===== config.mk =====
export PLATFORM = sky130hd
export DESIGN_NAME = grc_front
export DESIGN_NICKNAME = d
export VERILOG_FILES = /design/src/rtl/grc_pkg.sv /design/src/rtl/grc_front.sv
export SDC_FILE = /design/constraint.sdc
export NUM_CORES = 1
export LEC_CHECK = 0
export BUFFER_PORTS_ARGS = -buffer_cell sky130_fd_sc_hd__buf_4
export CORE_MARGIN = 4
export CORE_UTILIZATION = 60
export CTS_BUF_LIST = sky130_fd_sc_hd__clkbuf_2 sky130_fd_sc_hd__clkbuf_4 sky130_fd_sc_hd__clkbuf_8
export DETAILED_ROUTE_END_ITERATION = 7
export GPL_TIMING_DRIVEN = 1
export PLACE_DENSITY = 0.85
export SETUP_SLACK_MARGIN = 0.2
export SYNTH_ARGS = -nofsm -noshare
export SYNTH_HDL_FRONTEND = slang
export SYNTH_SLANG_ARGS = --single-unit

===== constraint.sdc =====
create_clock -name clk -period 21.4 [get_ports clk]
set_clock_uncertainty 0.15 [all_clocks]
set_input_delay 4.28 -clock clk [delete_from_list [all_inputs] [get_ports clk]]
set_output_delay 4.28 -clock clk [all_outputs]
set_load 0.01 [all_outputs]

===== src/rtl/grc_pkg.sv =====
// ----------------------------------------------------------------------------
// grc_pkg
// Shared types and constants of the gap tolerant run chainer: field widths,
// table geometry, command queue geometry and the register map.
// ----------------------------------------------------------------------------
`timescale 1ns / 1ps

package grc_pkg;

  // Table and field geometry
  localparam int NUM_SEQUENCES  = 64;
  localparam int COORD_BITS     = 40;
  localparam int SEQ_BITS       = 6;
  localparam int GAP_BITS       = 32;
  localparam int SEQ_IDX_BITS   = (NUM_SEQUENCES > 1) ? $clog2(NUM_SEQUENCES) : 1;
  localparam int SEQ_RANGE_BITS = SEQ_BITS + 1;
  localparam int CMP_BITS       = (COORD_BITS + 1 > GAP_BITS) ? COORD_BITS + 1 : GAP_BITS;

  localparam logic [COORD_BITS-1:0] COORD_MAX       = '1;
  localparam logic [GAP_BITS-1:0]   GAP_LIMIT_RESET = GAP_BITS'(1000);

  // Command queue between front and back
  localparam int QUEUE_DEPTH = 2;
  localparam int QPTR_BITS   = (QUEUE_DEPTH > 1) ? $clog2(QUEUE_DEPTH) : 1;
  localparam int QCNT_BITS   = $clog2(QUEUE_DEPTH + 1);

  // Register map: register index sits at paddr[2]
  localparam int   APB_ADDR_BITS = 3;
  localparam int   APB_DATA_BITS = 32;
  localparam logic REG_GAP_LIMIT = 1'b0;

  typedef enum logic {
    OP_RUN   = 1'b0,
    OP_FLUSH = 1'b1
  } op_t;

  // One table entry
  typedef struct packed {
    logic [COORD_BITS-1:0] column_start;
    logic [COORD_BITS-1:0] span;
    logic [COORD_BITS-1:0] target_start;
    logic                  forward;
  } chain_t;

  localparam int CHAIN_BITS = $bits(chain_t);

  // Classified command handed from front to back
  typedef struct packed {
    logic                    is_flush;
    logic [SEQ_IDX_BITS-1:0] idx;
    logic [COORD_BITS-1:0]   col;
    logic [COORD_BITS-1:0]   len;
    logic [COORD_BITS-1:0]   tgt;
    logic                    fwd;
    logic [COORD_BITS:0]     col_end;
    logic [COORD_BITS:0]     tgt_end;
  } cmd_t;

  typedef struct packed {
    logic valid;
    cmd_t cmd;
  } queue_head_t;

endpackage


===== src/rtl/grc_front.sv =====
// ----------------------------------------------------------------------------
// grc_front
// Accepts items, drops runs for sequences beyond the table, precomputes run
// end coordinates and queues commands for the back end.
// ----------------------------------------------------------------------------
`timescale 1ns / 1ps

module grc_front import grc_pkg::*; (
  input  logic                  clk,
  input  logic                  rst_n,
  input  logic                  start,
  output logic                  busy,
  input  logic                  in_operation,
  input  logic [SEQ_BITS-1:0]   in_sequence_index,
  input  logic [COORD_BITS-1:0] in_column_start,
  input  logic [COORD_BITS-1:0] in_span_length,
  input  logic [COORD_BITS-1:0] in_target_start,
  input  logic                  in_forward_strand,
  input  logic                  pop,
  output queue_head_t           head
);

  cmd_t                 q_r [QUEUE_DEPTH];
  logic [QPTR_BITS-1:0] wr_ptr_r;
  logic [QPTR_BITS-1:0] rd_ptr_r;
  logic [QCNT_BITS-1:0] count_r;
  cmd_t                 in_cmd;
  logic                 is_flush;
  logic                 in_range;
  logic                 push;

  // Classify the incoming item
  assign is_flush = (in_operation == OP_FLUSH);
  assign in_range = ({1'b0, in_sequence_index} < SEQ_RANGE_BITS'(NUM_SEQUENCES));

  always_comb begin
    in_cmd          = '0;
    in_cmd.is_flush = is_flush;
    in_cmd.idx      = in_sequence_index[SEQ_IDX_BITS-1:0];
    in_cmd.col      = in_column_start;
    in_cmd.len      = in_span_length;
    in_cmd.tgt      = in_target_start;
    in_cmd.fwd      = in_forward_strand;
    in_cmd.col_end  = {1'b0, in_column_start} + {1'b0, in_span_length};
    in_cmd.tgt_end  = {1'b0, in_target_start} + {1'b0, in_span_length};
  end

  assign busy = (count_r == QCNT_BITS'(QUEUE_DEPTH));
  assign push = start && !busy && (is_flush || in_range);

  // Queue payload
  always_ff @(posedge clk) begin
    if (push) begin
      q_r[wr_ptr_r] <= in_cmd;
    end
  end

  // Queue pointers and fill count
  always_ff @(posedge clk) begin
    if (!rst_n) begin
      wr_ptr_r <= '0;
      rd_ptr_r <= '0;
      count_r  <= '0;
    end else begin
      if (push) begin
        wr_ptr_r <= (wr_ptr_r == QPTR_BITS'(QUEUE_DEPTH - 1)) ? '0 : wr_ptr_r + 1'b1;
      end
      if (pop) begin
        rd_ptr_r <= (rd_ptr_r == QPTR_BITS'(QUEUE_DEPTH - 1)) ? '0 : rd_ptr_r + 1'b1;
      end
      if (push && !pop) begin
        count_r <= count_r + 1'b1;
      end else if (!push && pop) begin
        count_r <= count_r - 1'b1;
      end
    end
  end

  assign head.valid = (count_r != '0);
  assign head.cmd   = q_r[rd_ptr_r];

endmodule


; Word-level counts from Yosys, hierarchy flattened
; Memory sizes are Yosys's and may differ from the RTL's. A register that Yosys moved wholly into a read port is not among the register bits.
; Index checks and enable logic that the tools add are counted.
; W data, S select, Z words.
[op_classes]
addsub = 6
eq_ne = 1
reduce_logical = 8
mux = 8
[ops]
columns = operator, count
row1 = $add A40 B40 Y41, 2
row2 = $mux W1, 6
row3 = $mux W2, 2
row4 = $reduce_bool A2 Y1, 2
row5 = $logic_and A1 B1 Y1, 3
row6 = $logic_not A1 Y1, 3
row7 = $add A1 B1 Y1 const B, 2
row8 = $add A2 B1 Y2 const B, 1
row9 = $eq A2 B2 Y1 const B, 1
row10 = $sub A2 B1 Y2 const B, 1
[totals]
output_inout_bits = 212
memories = 1
ff_bits = 4
word_cells = 27
input_bits = 132
ram_bits = 420
[mem_list]
columns = name, depth, word_bits, rd, rd_clocked_by_memory_dff, write_ports, line
row1 = q_r, 2, 210, 1, 1, 1, grc_front.sv:23  ; cmd_t q_r [QUEUE_DEPTH];

; Depth between registers and ports, before layout
[logic_depth]
depth_word = 7
depth_mapped = 10
depth_no_buf = 10

; Least setup slack after synthesis
; No wires, ideal clock.
[synth_timing]
path_type = input-to-reg
from = input port start
to = register wr_ptr_r
t_arrival_ps = 13780
path_slack_ps = 7371
stages = 3
required_ps = 21151
setup_ps = 99
cell_sequence = nand2_1 nor2_1 o21a_1
[synth_between]
elab_chain_cells = 1
[synth_rtl]
columns = item, line
row1 = start: declaration, grc_front.sv:11  ; input logic start,
row2 = $logic_and A1 B1 Y1, grc_front.sv:49  ; assign push = start && !busy && (is_flush || in_range);
row3 = end signal: assignment, grc_front.sv:66  ; wr_ptr_r <= (wr_ptr_r == QPTR_BITS'(QUEUE_DEPTH - 1)) ? '0 : wr_ptr_r + 1'b1;
row4 = end: declaration, grc_front.sv:24  ; logic [QPTR_BITS-1:0] wr_ptr_r;
; No other way between the ends.
; A chain may end at the register's enable or synchronous reset.

==> out/results.tsv <==
metric	value	unit
area delta synth->final	22.0	%
ys flop type	edfxtp_1	
max incr delay on CP	0.80	ns
r2r startpoint	count_r[0]	
Core Footprint	0.0325	mm2
worst hold path depth	2	
simple-gate share of the synthesized area	5.13	%
Leak	9.13	nW
Arrival @ worst endpoint	2.90	ns
worst path cell trace	buf_12, mux2_2, buf_4	
share of flip-flops with an asynchronous set or reset	0	%
critical path launch point type	flop	
Setup TNS	0	ns
largest family of logic cells by synthesized area	multiplexers	
Crit. End Element	output port	
#FFs+latches synth	425	
Iteration-0 DRC Markers	1106	
drt total wl	49.0	mm
Die Y	189	um
Final Hold Viols	0	
number of global-route vias before repair	13572	
first-pass GRT wire length	75.0	mm
Layout Cell Area excl Fill	0.0240	mm2
Mapped Avg Cell Area	15.0	um2
Synth Area in XOR/XNOR	3.34	%
Worst Path Max Fanout	160	
unrepaired setup endpoints after global routing	no	
clock slew at reported path FFs	0.06	ns
cell area after synthesis	0.0197	mm2
Die W	189	um
final worst-path cycle share	34.3	%
FF-to-FF path depth	4	
H-tree depth	3	
Netlist cell types	61	
Post-synth EDFFs	420	
drt drc	0	
fillcell total	2071	
Buf+Inv Stages, Crit Path	2	
Total Power	2.22	mW
fin crit period	7.33	ns
Synth Area in Compound Gates	8.42	%
Yosys top cell by area	edfxtp_1	
Slowest cell on crit path	dfxtp_4	
kind of critical path	flop to output port	
most common cell in the netlist	edfxtp_1	
WHS	0.359	ns
CTS Buf Count	70	
CTS Hold Bufs	0	
Syn. warnings	0	
Slew @ Worst Pin	1.05	ns
Final HPWL DP	34.2	mm
pwr dens	92.2	mW/mm2
Routed wire per std cell	22.4	um
Non-Filler Instances	2186	
largest cells by area after synthesis	edfxtp_1 64%, mux2_2 12%, ha_1 5.1%, xnor2_1 2.0%, a21oi_1 1.9%	
Setup violations, final	0	
max_cap viols	0	
Required @ worst endpoint	16.97	ns
clock root buffer	clkbuf_8	
DRT Pass-1 Iters	5	
status	finished clean	
vias post-DR	13025	
Worst slew margin	30.2	%
Vias per Instance	5.96	
total die area	0.0358	mm2
antenna violations before repair	3	
clock buffer depth	3	
Post-Route Utilization	74.0	%
Hold Path Sink	count_r[1]	
Levels on crit path	3	
Initial Util	60.7	%
Setup Buffers After CTS	0	
achievable clock frequency	136	MHz
total track usage	26.7	%
R2R Setup Slk	17.49	ns
grt ovf	0	
largest net degree at the start of global routing	161	
area of the multi-input gates	0.00678	mm2
register area share after synthesis	64.5	%
fraction of layout cells with a size suffix above 1	38.9	%
Hold Crit Class	flop to flop	
multiplexer area fraction after synthesis	12.1	%
Top Ports	344	
CTS tree	built	
top cells by instance count after synthesis	420 x edfxtp_1, 211 x mux2_2, 81 x ha_1, 73 x a21oi_1, 70 x nand2_1	
input/output buffers	343	
syn nets	1528	
post-cts resize count	0	
fraction of the mapped netlist area in adder cells	5.35	%
Sequential cell area	0.0127	mm2
worst skew pair latency	0.56	ns
hold path start	count_r[1]	
# nets final	1907	
Post-DP Area	0.0227	mm2
Final WS setup	14.07	ns
CTS sink count	425	
Max Slew Vio Count	0	
Post-Synthesis Cells	1313	
Crit path max-delay family	buffers and inverters	
dpl cells	2062	
Routed Antenna Nets	0	
Synth top area share	64.0	%
IR drop worst, VDD	0.0000683	V
GP Congestion	0.920	
dpl ws	13.63	ns
Rows	66	
R2R Path End	q_r[1][104]	
[how the worst max path moves through the flow]
stage	end	startpoint	slack [ns]
after floorplan	wr_ptr_r	start	7.37
after global placement	q_r[1][105]	start	13.65
after detailed placement	q_r[1][104]	start	13.63
after CTS	head[30]	flop	14.13
after global routing	head[27]	flop	13.99
final	head[27]	flop	14.07
[cell type report]
type	count	share of cell area, %
clock buffer	87	4.59
timing repair buffer	349	11.0
antenna	1	0.0104
tap	442	2.30
sequential	425	52.9
inverter	16	0.250
clock inverter	36	0.750
multi-input combinational	830	28.2
[placed cells by master, fill, tap and decap left out, types with 4 or more instances in the layout]
cell,Yosys,layout
edfxtp_1,420,420
buf_4,0,348
mux2_2,211,211
ha_1,81,81
a21oi_1,73,73
clkbuf_8,0,72
nand2_1,70,70
xnor2_1,45,45
nor2_1,44,43
a21o_1,37,37
o21ai_0,36,36
xor2_1,30,30
clkinv_1,0,22
nand3_1,21,21
inv_1,16,16
o21bai_1,15,15
clkbuf_4,0,15
a31oi_1,14,14
nor2b_1,13,13
nand4_1,13,13
nor3_1,13,13
a211oi_1,10,10
clkinv_2,0,9
o211ai_1,7,7
nand2b_1,6,6
o21ai_1,6,6
and2_1,6,6
and3_1,7,6
a2111oi_0,5,5
o31ai_1,5,5
nor4_1,4,4
or3_1,4,4
a31o_2,4,4
o221ai_1,4,4
nor3b_1,4,4
dfxtp_1,5,4
[cells by family (layout without fill, tap and decap cells)]
| family | Yosys count | in the layout |
|---|---|---|
| DFF | 425 | 425 |
| AOI/OAI and AO/OA | 249 | 249 |
| buffers and inverters | 58 | 488 |
| other | 0 | 1 |
| and+or+nand+nor | 211 | 211 |
| muxes | 212 | 212 |
| adders and majority gates | 83 | 83 |
| xor gates and xnor gates | 75 | 75 |
[registers in the layout, indices dropped and copies added (netlist names), named ones only]
| register | count |
|---|---|
| rd_ptr_r | 1 |
| count_r | 2 |
| wr_ptr_r | 1 |
| q_r | 420 |
[report_power, final]
| part | internal [mW] | switching [mW] |
|---|---|---|
| registers | 1.04 | 0.0244 |
| clock network | 0.341 | 0.312 |
| logic | 0.222 | 0.275 |
| total | 1.60 | 0.611 |
[worst register-to-register path, cell delays in order, from the launching register on]
cell and delay [ns]:
dfxtp_1 0.39, nand2b_1 0.17, and3_4 0.84, buf_4 1.00
buf_4 0.93
[layer usage]
metal | GRT usage, % | up-vias | share of wire [%]
met5 | 0 | - | 0.055
met3 | 5.49 | 122 | 7.8
met4 | 10.3 | 4 | 3.8
met2 | 44.1 | 619 | 48
met1 | 35.4 | 6384 | 40
li1 | - | 5896 | -
Power figures use the tool's default switching activity.
